==> config.mk <==
export PLATFORM = sky130hd
export DESIGN_NAME = crlf_front
export DESIGN_NICKNAME = d
export VERILOG_FILES = /design/src/sv/crlf_pkg.sv /design/src/sv/crlf_front.sv
export SDC_FILE = /design/constraint.sdc
export NUM_CORES = 1
export LEC_CHECK = 0
export BUFFER_PORTS_ARGS = -buffer_cell sky130_fd_sc_hd__buf_4
export CAP_MARGIN = 5
export CELL_PAD_IN_SITES_DETAIL_PLACEMENT = 1
export CELL_PAD_IN_SITES_GLOBAL_PLACEMENT = 1
export CORE_ASPECT_RATIO = 0.75
export CORE_MARGIN = 10
export CORE_UTILIZATION = 40
export DETAILED_ROUTE_END_ITERATION = 10
export GPL_TIMING_DRIVEN = 0
export PLACE_DENSITY_LB_ADDON = 0.1
export SLEW_MARGIN = 20
export SYNTH_ARGS = -nofsm -noshare
export SYNTH_HDL_FRONTEND = slang
export SYNTH_SLANG_ARGS = --single-unit
==> constraint.sdc <==
create_clock -name vclk -period 20.1
set_input_delay 4.02 -clock vclk [all_inputs]
set_output_delay 4.02 -clock vclk [all_outputs]
set_load 0.01 [all_outputs]
==> src/sv/crlf_pkg.sv <==
// shared types, constants and codes of the clipped rectangle and line fill engine
package crlf_pkg;

	localparam int unsigned FB_WIDTH = 320;
	localparam int unsigned FB_HEIGHT = 240;
	localparam int unsigned FB_DEPTH = FB_WIDTH * FB_HEIGHT;
	localparam int unsigned ADDR_W = $clog2(FB_DEPTH);

	localparam int unsigned COORD_W = 10;
	localparam int unsigned COLOR_W = 24;
	localparam int unsigned COUNT_W = 17;
	localparam int unsigned MODE_W = 2;

	localparam int unsigned CFG_IDX_W = 3;
	localparam int unsigned CFG_DATA_W = 10;

	localparam int unsigned CMDQ_DEPTH = 2;
	localparam int unsigned CMDQ_PTR_W = (CMDQ_DEPTH > 1) ? $clog2(CMDQ_DEPTH) : 1;
	localparam int unsigned CMDQ_CNT_W = $clog2(CMDQ_DEPTH + 1);

	localparam logic [CFG_IDX_W-1:0] REG_OVERLAY_ON = 3'd0;
	localparam logic [CFG_IDX_W-1:0] REG_OV_LEFT = 3'd1;
	localparam logic [CFG_IDX_W-1:0] REG_OV_TOP = 3'd2;
	localparam logic [CFG_IDX_W-1:0] REG_OV_RIGHT = 3'd3;
	localparam logic [CFG_IDX_W-1:0] REG_OV_BOTTOM = 3'd4;

	typedef enum logic [MODE_W-1:0] {
		MODE_RECT,
		MODE_HLINE,
		MODE_VLINE,
		MODE_READ
	} mode_t;

	typedef enum logic [1:0] {
		CK_EMPTY,
		CK_REJECT,
		CK_READ,
		CK_DRAW
	} cmd_kind_t;

	typedef struct packed {
		cmd_kind_t kind;
		logic [COORD_W-1:0] x_lo;
		logic [COORD_W-1:0] x_hi;
		logic [COORD_W-1:0] y_lo;
		logic [COORD_W-1:0] y_hi;
		logic [COLOR_W-1:0] color;
		logic is_top;
	} cmd_t;

	typedef struct packed {
		logic on;
		logic [COORD_W-1:0] left;
		logic [COORD_W-1:0] top;
		logic [COORD_W-1:0] right;
		logic [COORD_W-1:0] bottom;
	} overlay_cfg_t;

	typedef enum logic [1:0] {
		BK_IDLE,
		BK_DRAW,
		BK_READ,
		BK_DONE
	} back_state_t;

endpackage

==> src/sv/crlf_front.sv <==
// front end: checks a request against its context and clips it to the context and the frame
module crlf_front (
	input  logic [crlf_pkg::MODE_W-1:0]  mode,
	input  logic [crlf_pkg::COORD_W-1:0] pos_x,
	input  logic [crlf_pkg::COORD_W-1:0] pos_y,
	input  logic [crlf_pkg::COORD_W-1:0] span_x,
	input  logic [crlf_pkg::COORD_W-1:0] span_y,
	input  logic [crlf_pkg::COLOR_W-1:0] color,
	input  logic [crlf_pkg::COORD_W-1:0] ctx_left,
	input  logic [crlf_pkg::COORD_W-1:0] ctx_top,
	input  logic [crlf_pkg::COORD_W-1:0] ctx_right,
	input  logic [crlf_pkg::COORD_W-1:0] ctx_bottom,
	input  logic                         ctx_is_top,
	output crlf_pkg::cmd_t               cmd
);
	import crlf_pkg::*;

	localparam logic [COORD_W:0] FB_W_LIM = (COORD_W+1)'(FB_WIDTH);
	localparam logic [COORD_W:0] FB_H_LIM = (COORD_W+1)'(FB_HEIGHT);
	localparam logic [COORD_W-1:0] X_MAX = COORD_W'(FB_WIDTH - 1);
	localparam logic [COORD_W-1:0] Y_MAX = COORD_W'(FB_HEIGHT - 1);

	logic [COORD_W:0]   x0, y0;
	logic               start_bad;
	logic [COORD_W+1:0] rect_x_end, rect_y_end;
	logic [COORD_W-1:0] rect_x1, rect_y1;
	logic [COORD_W:0]   hl_x_end, vl_y_end;
	logic [COORD_W-1:0] hl_x1, vl_y1;
	logic [COORD_W-1:0] x1, y1;
	logic               reject, draw;
	logic               start_in_frame;

	always_comb begin
		x0 = {1'b0, pos_x} + {1'b0, ctx_left};
		y0 = {1'b0, pos_y} + {1'b0, ctx_top};
		start_bad = (x0 > {1'b0, ctx_right}) || (y0 > {1'b0, ctx_bottom});

		// rectangle end is start plus span minus one, clamped to the context
		rect_x_end = {1'b0, x0} + {2'b00, span_x} - (COORD_W+2)'(1);
		rect_y_end = {1'b0, y0} + {2'b00, span_y} - (COORD_W+2)'(1);
		rect_x1 = (rect_x_end > {2'b00, ctx_right}) ? ctx_right : rect_x_end[COORD_W-1:0];
		rect_y1 = (rect_y_end > {2'b00, ctx_bottom}) ? ctx_bottom : rect_y_end[COORD_W-1:0];

		hl_x_end = {1'b0, span_x} + {1'b0, ctx_left};
		vl_y_end = {1'b0, span_y} + {1'b0, ctx_top};
		hl_x1 = (hl_x_end > {1'b0, ctx_right}) ? ctx_right : hl_x_end[COORD_W-1:0];
		vl_y1 = (vl_y_end > {1'b0, ctx_bottom}) ? ctx_bottom : vl_y_end[COORD_W-1:0];

		reject = 1'b0;
		draw = 1'b0;
		x1 = x0[COORD_W-1:0];
		y1 = y0[COORD_W-1:0];
		unique case (mode_t'(mode))
			MODE_RECT: begin
				reject = start_bad;
				draw = !start_bad && (span_x != '0) && (span_y != '0);
				x1 = rect_x1;
				y1 = rect_y1;
			end
			MODE_HLINE: begin
				reject = (span_x < pos_x) || start_bad;
				draw = !reject;
				x1 = hl_x1;
			end
			MODE_VLINE: begin
				reject = (span_y < pos_y) || start_bad;
				draw = !reject;
				y1 = vl_y1;
			end
			MODE_READ: begin
				reject = 1'b0;
				draw = 1'b0;
			end
			default: begin
				reject = 1'b0;
				draw = 1'b0;
			end
		endcase

		cmd.color = color;
		cmd.is_top = ctx_is_top;
		cmd.kind = CK_EMPTY;
		cmd.x_lo = x0[COORD_W-1:0];
		cmd.y_lo = y0[COORD_W-1:0];
		cmd.x_hi = ({1'b0, x1} >= FB_W_LIM) ? X_MAX : x1;
		cmd.y_hi = ({1'b0, y1} >= FB_H_LIM) ? Y_MAX : y1;
		start_in_frame = (x0 < FB_W_LIM) && (y0 < FB_H_LIM);

		if (mode_t'(mode) == MODE_READ) begin
			// read uses absolute coordinates, outside the frame reads as zero
			cmd.x_lo = pos_x;
			cmd.y_lo = pos_y;
			if (({1'b0, pos_x} < FB_W_LIM) && ({1'b0, pos_y} < FB_H_LIM)) begin
				cmd.kind = CK_READ;
			end
		end else if (reject) begin
			cmd.kind = CK_REJECT;
		end else if (draw && start_in_frame) begin
			cmd.kind = CK_DRAW;
		end
	end

endmodule

==> After elaboration in Yosys (flattened, before gate mapping) <==
Index checks and enable logic that the tools add are counted.
W data, S select, Z words.
{ "word_totals": {"ff_bits": 0, "elab_cells": 55, "inputBits": 107} }
{ "classes": {"n_eq_ne": 3, "reduce_logical": 14, "order_cmp": 14, "muxes": 16, "addsub": 8} }
{ "ops": {"columns": ["op", "n"], "rows": [
  ["$mux W10", 8],
  ["$add A10 B10 Y11", 4],
  ["$gt A11 B10 Y1", 4],
  ["$pmux W10 S2", 2],
  ["$add A11 B10 Y12", 2],
  ["$gt A12 B10 Y1", 2],
  ["$sub A12 B1 Y12 const B", 2],
  ["$lt A10 B10 Y1", 2],
  ["$reduce_bool A10 Y1", 2],
  ["$lt A11 B8 Y1 const B", 1],
  ["$lt A11 B9 Y1 const B", 1],
  ["$ge A10 B8 Y1 const B", 1],
  ["$ge A10 B9 Y1 const B", 1],
  ["$lt A10 B8 Y1 const B", 1],
  ["$lt A10 B9 Y1 const B", 1],
  ["$mux W2", 4],
  ["$pmux W1 S4", 2],
  ["$logic_and A1 B1 Y1", 5],
  ["$eq A2 B2 Y1 const B", 2],
  ["$logic_not A1 Y1", 3],
  ["$logic_or A1 B1 Y1", 3],
  ["$eq A2 B1 Y1 const B", 1],
  ["$logic_not A2 Y1", 1]
]} }

==> Depth between registers and ports, before layout <==
{ "logic_depth": {"word_depth": 11, "mapped_depth": 25, "mapped_depth_nobuf": 24} }

==> Worst setup path before layout <==
No wires, ideal clock.
{ "synth_timing": {"kind": "input -> output", "from": "input pos_y[0] (netlist name)", "to": "output cmd[25] (netlist name)", "required_time_ns": 16.080, "path_stages": 23, "t_arrival_ns": 8.657, "setup_slack_ns": 7.423, "cell_sequence": "ha_1 > fa_1 > inv_1 > ha_1 > inv_1 > ha_1 > fa_1 > a21o_1 > a211oi_1 > nor2_1 > o41ai_1 > xnor2_1 > ha_1 > nand2_1 > nor3_1 > o21ai_0 > a31oi_1 > or2_0 > buf_2 > o21ai_0 > a31o_1 > or4b_4 > nand4_1"} }
{ "synth_lines": {"columns": ["item", "line_no", "rtl"], "rows": [
  ["start: declaration", "crlf_front.sv:5", "input logic [crlf_pkg::COORD_W-1:0] pos_y,"],
  ["end: declaration", "crlf_front.sv:14", "output crlf_pkg::cmd_t cmd"]
]} }

==> flow_metrics.tcl <==
set metrics [dict create \
    routed-wl-met2_um 10100 \
    status "finished clean" \
    top_layer "met4" \
    rsz0062_at_grt "no" \
    share_comb_of_total_power_pct 100.0 \
    grt_pass1_wl_um 40600 \
    power_leakage_uw 0.00380 \
    worst-path-max-fanout 6 \
    vias 7368 \
    holdWs_ps 8220 \
    power.share.clock_pct 0 \
    seq_cell_count 0 \
    grt_pass1_vias 7483 \
    wire_per_inst_um 21.2 \
    drc 0 \
    synth_cell_types 82 \
    finalCritPeriodShare_pct 69.9 \
    area.growth.synth_to_final_pct 21.3 \
    hpwlAfterDp_um 23200 \
    startpoint "pos_x[0]" \
    ios 174 \
    hold_viol 0 \
    start_util_pct 41.2 \
    yosys_warnings 0 \
    arrival_ps 10040 \
    std_cell_rows 39 \
    cts_hold_buf 0 \
    fmax_mhz 71.1 \
    fillers 2035 \
    antenna_left 0 \
    hold_start "color[13]" \
    cts_setup_buffers 0 \
    synth_cells 889 \
    drv_cap 0 \
    worstSetupEndpointType "output port" \
    netlist_area_sq_um 6350 \
    intPower_uw 213 \
    setup_viol 0 \
    vdd_drop_max_uv 25.7 \
    switching_share_pct 59.3 \
    fp.dieW_um 166 \
    start_kind "input pin" \
    die_area_sq_um 21400 \
    n_antenna_cell 0 \
    cp.required_ps 16080 \
    nets 1297 \
    pwr-share-seq_pct 0 \
    worst_pin_slew_ps 867 \
    post_cts_resized 0 \
    crit_type "input pin to output port" \
    endpoint "cmd[47]" \
    portBuffers 145 \
    grtUsageTotal_pct 23.5 \
    drtIter0Drc 521 \
    final.min_clock_period_ps 14060 \
    drt-vias-per-instance 5.94 \
    drv_slew 0 \
    synth_seq_area_share_pct 0 \
    coreArea_sq_um 15400 \
    n_clock_buffer 0 \
    antenna_found_initial 0 \
    wirelength_um 26400 \
    routedLengthMet1_um 13500 \
    setup-tns-final_ps 0 \
    power.density_nw_per_um2 67.8 \
    avgSynthCellArea_sq_um 7.15 \
    seqCellArea_sq_um 0 \
    hp-class "input pin to output port" \
    switching_power_uw 310 \
    dieHeight_um 129 \
    grt-ovfl-total 0 \
    grt_max_degree 11 \
    drive_gt1_share_pct 20.4 \
    gp_congestion 0.928 \
    wl_met3_um 2550 \
    slew_headroom_pct 41.8 \
    first_pass_iters 5 \
]
-- cell usage in the layout, fill, tap and decap left out, drive strengths merged, types with 16 or more instances in the layout --
cell,n
buf,179
nand4,16
a211oi,22
o21ai,76
nand3,18
a21oi,53
nand2,70
nand2b,17
inv,96
a21o,23
ha,146
xnor2,33
nor3,17
nor2,61
-- routing by layer --
layer / GRT usage (%) / vias up
met4: 2.37 / 0
li1: - / 3557
met1: 36.5 / 3501
met5: 0 / -
met2: 32.9 / 289
met3: 4.62 / 21
-- final cells by class --
cell class | count | area [sq um] | area share (%)
Multi-Input combinational cell | 753 | 5710 | 74.0
Inverter | 96 | 360 | 4.68
Buffer | 42 | 295 | 3.83
Timing Repair Buffer | 145 | 1090 | 14.1
Tap cell | 205 | 256 | 3.33
-- kinds of logic after synthesis --
family,count (synthesis),synth area share (%)
mux,7,1.12
simple gates,261,20.9
other cells,1,0.0590
fa+ha+maj,152,30.6
buf+inv,138,10.3
xor+xnor,48,6.62
compound gates,282,30.4
-- how the worst min path moves through the flow --
stage	to	slack, ps	cells past startpoint
after floorplan	cmd[0]	8130	1
after global placement	cmd[9]	8220	2
after detailed placement	cmd[15]	8220	2
after CTS	cmd[3]	8220	2
after global routing	cmd[19]	8220	2
final	cmd[14]	8220	2
-- power groups by stage --
stage          Sequential (uW)  Combinational, uW  Clock [uW]
2_1_floorplan                0                350           0
3_3_place_gp                 0                498           0
3_5_place_dp                 0                509           0
4_1_cts                      0                513           0
5_1_grt                      0                579           0
6_report                     0                523           0
-- Yosys cell counts, drive strengths merged (4+ instances only) --
cell type,number,share of area [%]
a2111oi,5,1.0
a211oi,22,2.8
a21o,23,2.7
a21oi,53,4.3
a221oi,4,0.83
a31o,7,0.96
a31oi,9,0.89
a32oi,5,0.69
and3,7,0.77
and4,4,0.55
buf,34,4.0
clkbuf,8,0.63
fa,6,1.9
ha,146,29
inv,96,5.7
mux2i,6,0.95
nand2,70,4.1
nand2b,17,1.7
nand3,18,1.5
nand3b,4,0.47
nand4,16,1.6
nor2,61,3.6
nor2b,13,1.3
nor3,17,1.3
nor4,10,0.98
o211ai,15,1.8
o21a,13,1.5
o21ai,76,6.2
o21bai,4,0.47
o221ai,4,0.55
o2bb2ai,4,0.55
o31ai,7,0.83
or2,9,0.89
or3,4,0.49
xnor2,33,4.5
xor2,15,2.1
-- critical path, cell delays in order --
cell and delay [ps]:
buf_4 120, ha_1 230, fa_1 420, a21oi_1 260
o22ai_1 140, nor2_1 120, xor2_1 500, inv_1 210
xnor2_1 290, ha_1 320, o21a_1 200, o21a_1 180
a21oi_1 240, xnor2_1 130, ha_1 320, nand2_1 70
nor4_1 300, a31oi_1 120, a2111oi_4 580, mux2i_1 390
o221ai_1 250, a21oi_2 300, o211ai_1 130, buf_4 180
-- per-stage QoR --
stage	std cells	setup WS [ps]	util [%]	power, uW	instance area (sq um)
6_report	1241	6040	50.0	523	7710
5_1_grt	1241	5700	50.0	579	7710
4_1_cts	1241	6240	50.0	513	7710
3_5_place_dp	1241	6270	50.0	509	7710
3_3_place_gp	1241	6390	50.0	498	7710
2_1_floorplan	891	7420	-	350	6360
No activity file was read; power rests on OpenSTA's default activity.
