**src/sv/crlf_pkg.sv**
```systemverilog
// shared types, constants and codes of the clipped rectangle and line fill engine
package crlf_pkg;

	localparam int unsigned FB_WIDTH = 320;
	localparam int unsigned FB_HEIGHT = 240;
	localparam int unsigned FB_DEPTH = FB_WIDTH * FB_HEIGHT;
	localparam int unsigned ADDR_W = $clog2(FB_DEPTH);

	localparam int unsigned COORD_W = 10;
	localparam int unsigned COLOR_W = 24;
	localparam int unsigned COUNT_W = 17;
	localparam int unsigned MODE_W = 2;

	localparam int unsigned CFG_IDX_W = 3;
	localparam int unsigned CFG_DATA_W = 10;

	localparam int unsigned CMDQ_DEPTH = 2;
	localparam int unsigned CMDQ_PTR_W = (CMDQ_DEPTH > 1) ? $clog2(CMDQ_DEPTH) : 1;
	localparam int unsigned CMDQ_CNT_W = $clog2(CMDQ_DEPTH + 1);

	localparam logic [CFG_IDX_W-1:0] REG_OVERLAY_ON = 3'd0;
	localparam logic [CFG_IDX_W-1:0] REG_OV_LEFT = 3'd1;
	localparam logic [CFG_IDX_W-1:0] REG_OV_TOP = 3'd2;
	localparam logic [CFG_IDX_W-1:0] REG_OV_RIGHT = 3'd3;
	localparam logic [CFG_IDX_W-1:0] REG_OV_BOTTOM = 3'd4;

	typedef enum logic [MODE_W-1:0] {
		MODE_RECT,
		MODE_HLINE,
		MODE_VLINE,
		MODE_READ
	} mode_t;

	typedef enum logic [1:0] {
		CK_EMPTY,
		CK_REJECT,
		CK_READ,
		CK_DRAW
	} cmd_kind_t;

	typedef struct packed {
		cmd_kind_t kind;
		logic [COORD_W-1:0] x_lo;
		logic [COORD_W-1:0] x_hi;
		logic [COORD_W-1:0] y_lo;
		logic [COORD_W-1:0] y_hi;
		logic [COLOR_W-1:0] color;
		logic is_top;
	} cmd_t;

	typedef struct packed {
		logic on;
		logic [COORD_W-1:0] left;
		logic [COORD_W-1:0] top;
		logic [COORD_W-1:0] right;
		logic [COORD_W-1:0] bottom;
	} overlay_cfg_t;

	typedef enum logic [1:0] {
		BK_IDLE,
		BK_DRAW,
		BK_READ,
		BK_DONE
	} back_state_t;

endpackage

```
**src/sv/crlf_cmd_queue.sv**
```systemverilog
// short request queue between the front end and the pixel sequencer
module crlf_cmd_queue (
	input  logic           clk,
	input  logic           arst_n,
	input  logic           wr_en,
	input  crlf_pkg::cmd_t wr_cmd,
	output logic           full,
	input  logic           rd_en,
	output logic           rd_valid,
	output crlf_pkg::cmd_t rd_cmd
);
	import crlf_pkg::*;

	localparam logic [CMDQ_PTR_W-1:0] PTR_LAST = CMDQ_PTR_W'(CMDQ_DEPTH - 1);
	localparam logic [CMDQ_CNT_W-1:0] CNT_FULL = CMDQ_CNT_W'(CMDQ_DEPTH);

	cmd_t                  entry_q [CMDQ_DEPTH];
	logic [CMDQ_PTR_W-1:0] wr_ptr_q, rd_ptr_q;
	logic [CMDQ_CNT_W-1:0] count_q;
	logic                  do_wr, do_rd;

	assign full = (count_q == CNT_FULL);
	assign rd_valid = (count_q != '0);
	assign rd_cmd = entry_q[rd_ptr_q];
	assign do_wr = wr_en && !full;
	assign do_rd = rd_en && rd_valid;

	always_ff @(posedge clk or negedge arst_n) begin
		if (!arst_n) begin
			wr_ptr_q <= '0;
			rd_ptr_q <= '0;
			count_q <= '0;
		end else begin
			if (do_wr) begin
				wr_ptr_q <= (wr_ptr_q == PTR_LAST) ? '0 : wr_ptr_q + CMDQ_PTR_W'(1);
			end
			if (do_rd) begin
				rd_ptr_q <= (rd_ptr_q == PTR_LAST) ? '0 : rd_ptr_q + CMDQ_PTR_W'(1);
			end
			if (do_wr && !do_rd) begin
				count_q <= count_q + CMDQ_CNT_W'(1);
			end else if (do_rd && !do_wr) begin
				count_q <= count_q - CMDQ_CNT_W'(1);
			end
		end
	end

	always_ff @(posedge clk) begin
		if (do_wr) begin
			entry_q[wr_ptr_q] <= wr_cmd;
		end
	end

endmodule

```
**config.mk**
```make
export PLATFORM = sky130hd
export DESIGN_NAME = crlf_cmd_queue
export DESIGN_NICKNAME = d
export VERILOG_FILES = /design/src/sv/crlf_pkg.sv /design/src/sv/crlf_cmd_queue.sv
export SDC_FILE = /design/constraint.sdc
export NUM_CORES = 1
export LEC_CHECK = 0
export BUFFER_PORTS_ARGS = -buffer_cell sky130_fd_sc_hd__buf_2
export CORE_MARGIN = 8
export CORE_UTILIZATION = 52
export DETAILED_ROUTE_END_ITERATION = 8
export PLACE_DENSITY = 0.75
export SETUP_SLACK_MARGIN = 0.1
export SLEW_MARGIN = 5
export SYNTH_ARGS = -nofsm -noshare
export SYNTH_HDL_FRONTEND = slang
export SYNTH_SLANG_ARGS = --single-unit
export TNS_END_PERCENT = 10
```
**constraint.sdc**
```tcl
create_clock -name clk -period 5.2 [get_ports clk]
set_input_delay 0.52 -clock clk [delete_from_list [all_inputs] [get_ports clk]]
set_output_delay 0.52 -clock clk [all_outputs]
set_load 0.02 [all_outputs]
```
======== Word level (Yosys, flattened, before mapping) ========
Memories as Yosys holds them, arrays and structs flattened.
Index checks and enable logic that the tools add are counted.
operators by class
  add/subtract/negate cells ............... 4
  multipliers ............................. 0
  divide/modulo/power cells ............... 0
  magnitude comparators ................... 0
  eq/ne operators ......................... 1
  shifts and indexed selects .............. 0
  multiplexer cells ....................... 6
  bitwise gates (word level) .............. 0
  reduce and logical (&&, ||, !) cells .... 9
operators by type and width
  operator                                                            count
  1-bit logical AND                                                   4
  1-bit 2-to-1 mux                                                    4
  2-bit 2-to-1 mux                                                    2
  2-bit nonzero test                                                  2
  1-bit logical NOT                                                   3
  1-bit adder, second input constant                                  2
  2-bit by 1-bit adder with 2-bit output, second input constant       1
  2-bit == test, second input constant                                1
  2-bit by 1-bit subtractor with 2-bit output, second input constant  1
word-level totals
  bits in registers ....................... 4
  latch bits .............................. 0
  memory bits (writable) .................. 134
  ROM bits ................................ 0
  input port bits ......................... 71
  output and inout bits ................... 69
  memories ................................ 1
memory list
  memory   words  bits a word  rd ports  clocked after memory_dff  wr ports  RTL line              RTL
  entry_q  2      67           1         0                         1         crlf_cmd_queue.sv:17  cmd_t entry_q [CMDQ_DEPTH];

======== Longest topological paths before layout ========
Gate-level depths: netlist of run 1.
  depth after elaboration ................. 7
  gate-level depth with buffers ........... 7
  depth with buffers taken out ............ 7

======== Worst setup path before layout of run 1 ========
OpenSTA, ideal clock, no wires.
  kind .................................... register to register
  start point ............................. reg count_q[0]
  end point ............................... mem entry_q[0][0] in the netlist's numbering (enable)
  setup time .............................. 0.492 ns
  arrival ................................. 3.423 ns
  setup slack ............................. 1.285 ns
  cell stages (with the launch flop) ...... 4
  path buffers ............................ 0
  period minus slack after synthesis ...... 3.915 ns
  cells stage by stage .................... dfrtp_1 > nand2b_1 > nand2_1 > nor2_1
between the ends
  cells in the longest elaborated chain, start to end .. 5
ends and longest elaborated chain
  element                                 RTL line              RTL
  start: declaration                      crlf_cmd_queue.sv:19  logic [CMDQ_CNT_W-1:0] count_q;
  start signal: assignment                crlf_cmd_queue.sv:41  count_q <= count_q + CMDQ_CNT_W'(1);
  start signal: assignment                crlf_cmd_queue.sv:43  count_q <= count_q - CMDQ_CNT_W'(1);
  2-bit == test                           crlf_cmd_queue.sv:22  assign full = (count_q == CNT_FULL);
  1-bit logical NOT                       crlf_cmd_queue.sv:25  assign do_wr = wr_en && !full;
  1-bit logical AND                       crlf_cmd_queue.sv:25
  1-bit 2-to-1 mux                        crlf_cmd_queue.sv:49  if (do_wr) begin
  1-bit 2-to-1 mux (implied by the code)  crlf_cmd_queue.sv:50  entry_q[wr_ptr_q] <= wr_cmd;
  end: declaration                        crlf_cmd_queue.sv:17
Every way passes these cells.

==> flow_summary.yaml, run 1 <==
setup_path:
  count_of_cells_along_the_worst_register_to_register_path: 4
  worst-path-buf-inv: 1
  crit_path_top_delay_cell: "sky130_fd_sc_hd__dfrtp_4"
  critical-path-top-delay-family: "flip-flops"
  setup.worst_path.end_class: "output pin"
  crit_chain: "mux2_2 > buf_2"
  cpPeakStageDelay_ns: 1.10
  critPathKind: "reg -> out"
  critPathLaunchType: "flip-flop"
  path_depth: 2
  critPathArrivalTime_ns: 2.24
  worstPathMaxFanout: 68
  worst-endpoint-required_ns: 4.68
route:
  detailedRoute.firstIterationViolations: 106
  vias_per_inst: 4.89
  num_vias: 2578
  antenna_left: 0
  route.detailed.drc: 0
  detail_route.wl_per_cell_um: 17.4
  drt_first_pass_iters: 4
  postRouteWirelength_mm: 9.18
final_layout:
  layout_commonest_cell: "sky130_fd_sc_hd__buf_2"
  layout.area.seq_um2: 4130
  n_antenna_cell: 0
  multi_input_comb_area_um2: 928
  layout.nets: 453
  area_delta_synth_final_pct: 25.6
  post-route-util: 0.665
  layout_common_cells: "139 x sky130_fd_sc_hd__buf_2, 134 x sky130_fd_sc_hd__edfxtp_1, 47 x sky130_fd_sc_hd__mux2_2"
  fraction_of_final_layout_cells_sized_beyond_drive_strength_1: 0.599
  fillCellCount: 688
power_and_ir_drop:
  sequentialPowerShare: 0.444
  power.switching_mw: 1.23
  power.density_nw_per_um2: 596
  p_sw_frac: 0.320
  vdd_ir_drop_max_uv: 565
  internal-power_mw: 2.61
  combPwrFrac: 0.302
  share_clk_of_total_power: 0.254
  static_leakage_power_nw: 2.49
sta:
  final-setup-viol-count: 0
  slew_headroom: 0.318
  final_max_slew_viol_count: 0
  period_minus_slack_ns: 2.76
  timing.clock.skew_ns: 0.00732
  clock.fmax_mhz: 363
  totalNegativeSetupSlack_ns: 0
  timing.final.crit_share: 0.530
  grt_setup_unrepaired: "no"
  tightest_slew_ns: 1.02
  hold_viol_final: 0
  final.hold.worst_slack_ns: 0.199
synthesis:
  yosys.cell_types.count: 16
  synth_seq_area_share: 0.805
  synth_cells: 228
  postSynthNetCount: 300
  postSynthRegisterBits: 138
  synth_area_per_cell_um2: 22.5
  yosysWarnings: 0
  mappedNetlistArea_um2: 5120
global_route:
  grt_max_degree: 69
  globalRouteOverflowTotal: 0
  grt_pass1_wl_mm: 14.2
  first_global_vias: 2941
  gr-usage-all-layers: 0.145
  grt_antenna_before_repair: 0
status:
  result_of_the_run: "complete, no violations"
clock_network:
  cts_tree: "built"
  worst_setup_hold_path_clk_slew_ns: 0.06
  cts-root-to-sink-buffers: 2
  cts_buffers: 17
  clk_sinks: 138
  cts.htree.levels: 4
  clk_latency_ns: 0.50
  cts_root_buf: "sky130_fd_sc_hd__clkbuf_8"
  cts-resized-gates: 0
place:
  io_buffer_count: 139
  place_congestion: 0.757
  half_perimeter_wire_length_of_the_detailed_placement_result_mm: 6.12
die:
  die_w_um: 115
  fp-row-count: 36
  floorplan.die_area_um2: 13300
  core_area_um2: 9680
  boundaryPins: 140
  start_util: 0.529
  dieHeight_um: 115
min_path:
  worst_hold_path.num_cells: 1
  hold_class: "in -> reg"
run:
  max_cap_violations: 0
[routing by layer]
layer | share of wire | wire length, um | GRT usage
met5 | 0 | 0 | 0
met1 | 0.41 | 3730 | 0.156
met2 | 0.49 | 4480 | 0.237
met4 | 0.011 | 104 | 0.0709
met3 | 0.095 | 869 | 0.0662
[timing repair]
item / CTS / global route
endpoints found under the setup margin: 0 / 0
hold endpoints to repair: 4 / 0
hold buffers: 1 / 0
setup buffers: 0 / 0
[power groups by stage]
stage | clock, mW | combinational (mW) | sequential [mW]
6_report | 0.976 | 1.16 | 1.70
5_1_grt | 1.05 | 1.23 | 1.73
3_5_place_dp | 0 | 1.18 | 1.73
2_1_floorplan | 0 | 0.950 | 1.61
4_1_cts | 0.997 | 1.18 | 1.71
3_3_place_gp | 0 | 1.17 | 1.71
[metrics by stage]
stage	area, um2	instances	total power [mW]	setup slack (ns)
final	6440	527	3.84	2.44
after global routing	6440	527	4.02	2.34
after CTS	6440	527	3.89	2.40
after detailed placement	5940	494	2.91	2.71
after global placement	5940	494	2.88	2.78
after floorplan	5120	228	2.56	1.28
[kinds of logic after synthesis]
family | synth area share
DFF | 0.805
muxes | 0.162
xor gates and xnor gates | 0.00855
adders and majority gates | 0.00244
and+or+nand+nor | 0.00660
buffers and inverters | 0.0156
[final timing paths]
kind,startpoint,end,slack (ns)
max in group asynchronous,arst_n,rd_ptr_q,4.70
min reg2reg,count_q[1],count_q[1],0.52
max,rd_ptr_q,rd_cmd[6],2.44
min in group asynchronous,arst_n,count_q[0],0.36
min,wr_cmd[60],entry_q[1][60],0.20
max reg2reg,count_q[0],entry_q[0][20],2.76
[worst register-to-register path: stages (launching register included)]
cell	delay (ns)
sky130_fd_sc_hd__dfrtp_1	0.42
sky130_fd_sc_hd__nand2b_1	0.18
sky130_fd_sc_hd__nand2_1	0.16
sky130_fd_sc_hd__nor2_4	0.72
sky130_fd_sc_hd__buf_4	0.58
[registers in the layout (all words and copies together), names as in the netlist]
name and flops:
entry_q 134, count_q 2, wr_ptr_q 1, rd_ptr_q 1
[layout make-up]
cell class,count,area share
Multi-Input combinational cell,80,0.144
Tap cell,133,0.0259
Inverter,2,0.00117
Clock inverter,10,0.00836
Clock buffer,22,0.0672
Timing Repair Buffer,142,0.112
Sequential cell,138,0.641
[synthesized netlist by cell type]
cell type | number | area, um2
sky130_fd_sc_hd__nand2_1 | 2 | 7.51
sky130_fd_sc_hd__buf_8 | 2 | 30.0
sky130_fd_sc_hd__mux2_4 | 20 | 300
sky130_fd_sc_hd__buf_6 | 2 | 22.5
sky130_fd_sc_hd__inv_1 | 2 | 7.51
sky130_fd_sc_hd__dfrtp_1 | 4 | 100
sky130_fd_sc_hd__ha_1 | 1 | 12.5
sky130_fd_sc_hd__or2_2 | 1 | 6.26
sky130_fd_sc_hd__buf_2 | 4 | 20.0
sky130_fd_sc_hd__and3_1 | 1 | 6.26
sky130_fd_sc_hd__nand2b_1 | 1 | 6.26
sky130_fd_sc_hd__xnor2_1 | 3 | 26.3
sky130_fd_sc_hd__mux2_2 | 47 | 529
sky130_fd_sc_hd__nor2_1 | 2 | 7.51
sky130_fd_sc_hd__edfxtp_1 | 134 | 4020
sky130_fd_sc_hd__xor2_1 | 2 | 17.5
Note: power is estimated with default switching activity, not from simulation.
==> run 2: changes to the inputs <==
==> constraint.sdc (replaced) <==
create_clock -name clk -period 2.8 [get_ports clk]
set_input_delay 0.28 -clock clk [delete_from_list [all_inputs] [get_ports clk]]
set_output_delay 0.28 -clock clk [all_outputs]
set_load 0.02 [all_outputs]
==> run 2 against run 1 <==
  * Die area did not move
  * Global-route usage rose by 1.7 points
  * Non-clock buffer count rose by 69
  * Sequential power rose by 79%
  * Sequential cell count did not move
  * Count of clock-buffer cells in the layout fell by 3
  * Cell count rose by 13%
  * Final area rose by 14%
  * Via count rose by 10%
  * Register-to-register slack got worse by 1.7 ns
  * Clock power rose by 140%
==> flow_summary.yaml, run 2 (synthesized netlist as in run 1, its figures left out) <==
clock_network:
  worst_setup_hold_path_clk_slew_ns: 0.06
  clk_latency_ns: 0.51
  post-cts-setup-buffers: 0
  cts-root-to-sink-buffers: 2
  cts_root_buf: "sky130_fd_sc_hd__clkbuf_8"
  clk_sinks: 138
  cts_buffers: 17
  cts_tree: "built"
  cts.htree.levels: 4
route:
  detail_route.wl_per_cell_um: 17.5
  antenna_left: 0
  vias_per_inst: 4.77
  postRouteWirelength_mm: 10.4
  num_vias: 2844
  route.detailed.drc: 0
  detailedRoute.firstIterationViolations: 91
  drt_first_pass_iters: 4
sta:
  period_minus_slack_ns: 2.43
  final-setup-viol-count: 0
  final.hold.worst_slack_ns: 0.116
  final_max_slew_viol_count: 0
  totalNegativeSetupSlack_ns: 0
  timing.final.crit_share: 0.867
  timing.clock.skew_ns: 0.00508
  tightest_slew_ns: 0.505
  slew_headroom: 0.663
  grt_setup_unrepaired: "no"
  clock.fmax_mhz: 412
  hold_viol_final: 0
power_and_ir_drop:
  vdd_ir_drop_max_uv: 568
  p_sw_frac: 0.300
  internal-power_mw: 5.50
  power.density_nw_per_um2: 1070
  share_clk_of_total_power: 0.305
  combPwrFrac: 0.307
  power.switching_mw: 2.36
  sequentialPowerShare: 0.388
  static_leakage_power_nw: 2.87
  power_mw: 7.85
die:
  die_w_um: 115
  fp-row-count: 36
  core_area_um2: 9680
  boundaryPins: 140
  floorplan.die_area_um2: 13300
  start_util: 0.529
  dieHeight_um: 115
global_route:
  grt_pass1_wl_mm: 16.0
  gr-usage-all-layers: 0.162
  first_global_vias: 3273
  grt_antenna_before_repair: 0
  globalRouteOverflowTotal: 0
  grt_max_degree: 43
setup_path:
  r2r_end: "entry_q[1][7]"
  worst-endpoint-required_ns: 2.52
  critPathArrivalTime_ns: 2.15
  worstPathMaxFanout: 42
  ff2ff_setup_slack_ns: 1.09
  critical-path-top-delay-family: "flip-flops"
  r2r_start: "count_q[0]"
  crit_chain: "buf_12 > mux2_2 > buf_2"
  worst-path-buf-inv: 2
  critPathLaunchType: "flip-flop"
  cpPeakStageDelay_ns: 0.73
  count_of_cells_along_the_worst_register_to_register_path: 3
  critPathKind: "reg -> out"
  setup.worst_path.end_class: "output pin"
  crit_path_top_delay_cell: "sky130_fd_sc_hd__dfrtp_4"
min_path:
  hold_class: "in -> reg"
  worst_hold_path.num_cells: 3
  hold_path_origin: "rd_en"
  worst_hold_path_ep: "rd_ptr_q"
final_layout:
  top_regs: "entry_q (134), count_q (2)"
  stdcell_area_um2: 7310
  layout_commonest_cell: "sky130_fd_sc_hd__buf_2"
  layout_common_cells: "139 x sky130_fd_sc_hd__buf_2, 134 x sky130_fd_sc_hd__edfxtp_1, 68 x sky130_fd_sc_hd__dlygate4sd3_1"
  multi_input_comb_area_um2: 932
  post-route-util: 0.755
  area_delta_synth_final_pct: 42.7
  top_register: "entry_q"
  fillCellCount: 570
  layout.area.seq_um2: 4130
  layout.nets: 522
  fraction_of_final_layout_cells_sized_beyond_drive_strength_1: 0.525
  largest_register_ffs: 134
  n_antenna_cell: 0
place:
  place_congestion: 0.725
  half_perimeter_wire_length_of_the_detailed_placement_result_mm: 6.30
  io_buffer_count: 139
  dpl-instance-area_um2: 5980
run:
  max_cap_violations: 0
status:
  result_of_the_run: "complete, no violations"
==> run 2: changes by cell type in the layout (fill, tap and decap cells not counted) <==
cell,before,now
sky130_fd_sc_hd__clkinv_2,4,3
sky130_fd_sc_hd__and3_4,0,1
sky130_fd_sc_hd__clkbuf_1,5,2
sky130_fd_sc_hd__buf_12,0,2
sky130_fd_sc_hd__clkinv_4,0,2
sky130_fd_sc_hd__clkinv_1,3,1
sky130_fd_sc_hd__bufinv_16,0,6
sky130_fd_sc_hd__clkinvlp_4,3,1
sky130_fd_sc_hd__and3_2,1,0
sky130_fd_sc_hd__dlygate4sd3_1,1,68
==> run 2: layout make-up <==
class	count	share of cell area
Clock inverter	13	0.0306
Timing Repair Buffer	211	0.196
Clock buffer	19	0.0577
Inverter	2	0.00103
Tap cell	133	0.0228
Multi-Input combinational cell	80	0.128
Sequential cell	138	0.565
==> run 2: how the worst max path moves through the flow <==
stage	from	to	slack [ns]	cells past startpoint
2_1_floorplan	count_q[0]	entry_q[1][0]	0.21	2
3_3_place_gp	rd_ptr_q	rd_cmd[46]	0.89	3
3_5_place_dp	rd_ptr_q	rd_cmd[6]	0.89	3
4_1_cts	rd_ptr_q	rd_cmd[6]	0.34	3
5_1_grt	rd_ptr_q	rd_cmd[4]	0.27	3
6_report	rd_ptr_q	rd_cmd[4]	0.37	3
==> run 2: repair_timing <==
| item | CTS | global route |
|---|---|---|
| resized for setup | 0 | 0 |
| endpoints found under the setup margin | 0 | 0 |
| hold endpoints to repair | 138 | 0 |
| hold buffers | 68 | 0 |
==> run 2: power by group through the flow <==
stage	Clock [mW]	Combinational (mW)	Sequential, mW
after floorplan	0	1.77	2.97
after detailed placement	0	2.36	3.09
final	2.39	2.42	3.05
after global routing	2.52	2.58	3.09
after CTS	2.44	2.44	3.05
after global placement	0	2.35	3.06
==> run 2: stage by stage <==
step / worst slack, ns / std cells
final: 0.373 / 596
after global routing: 0.271 / 596
after CTS: 0.344 / 596
after detailed placement: 0.890 / 496
after global placement: 0.894 / 496
after floorplan: 0.214 / 228
==> run 2: layer usage <==
layer,share of wire,GRT usage
met5,0,0
met4,0.012,0.0657
met2,0.53,0.291
met1,0.39,0.168
met3,0.070,0.0562
==> run 2: worst reg2reg max path, cell delays in order, from the launching register on <==
cell	delay, ns
sky130_fd_sc_hd__dfrtp_1	0.40
sky130_fd_sc_hd__nand2b_1	0.18
sky130_fd_sc_hd__and3_4	0.49
sky130_fd_sc_hd__buf_12	0.31
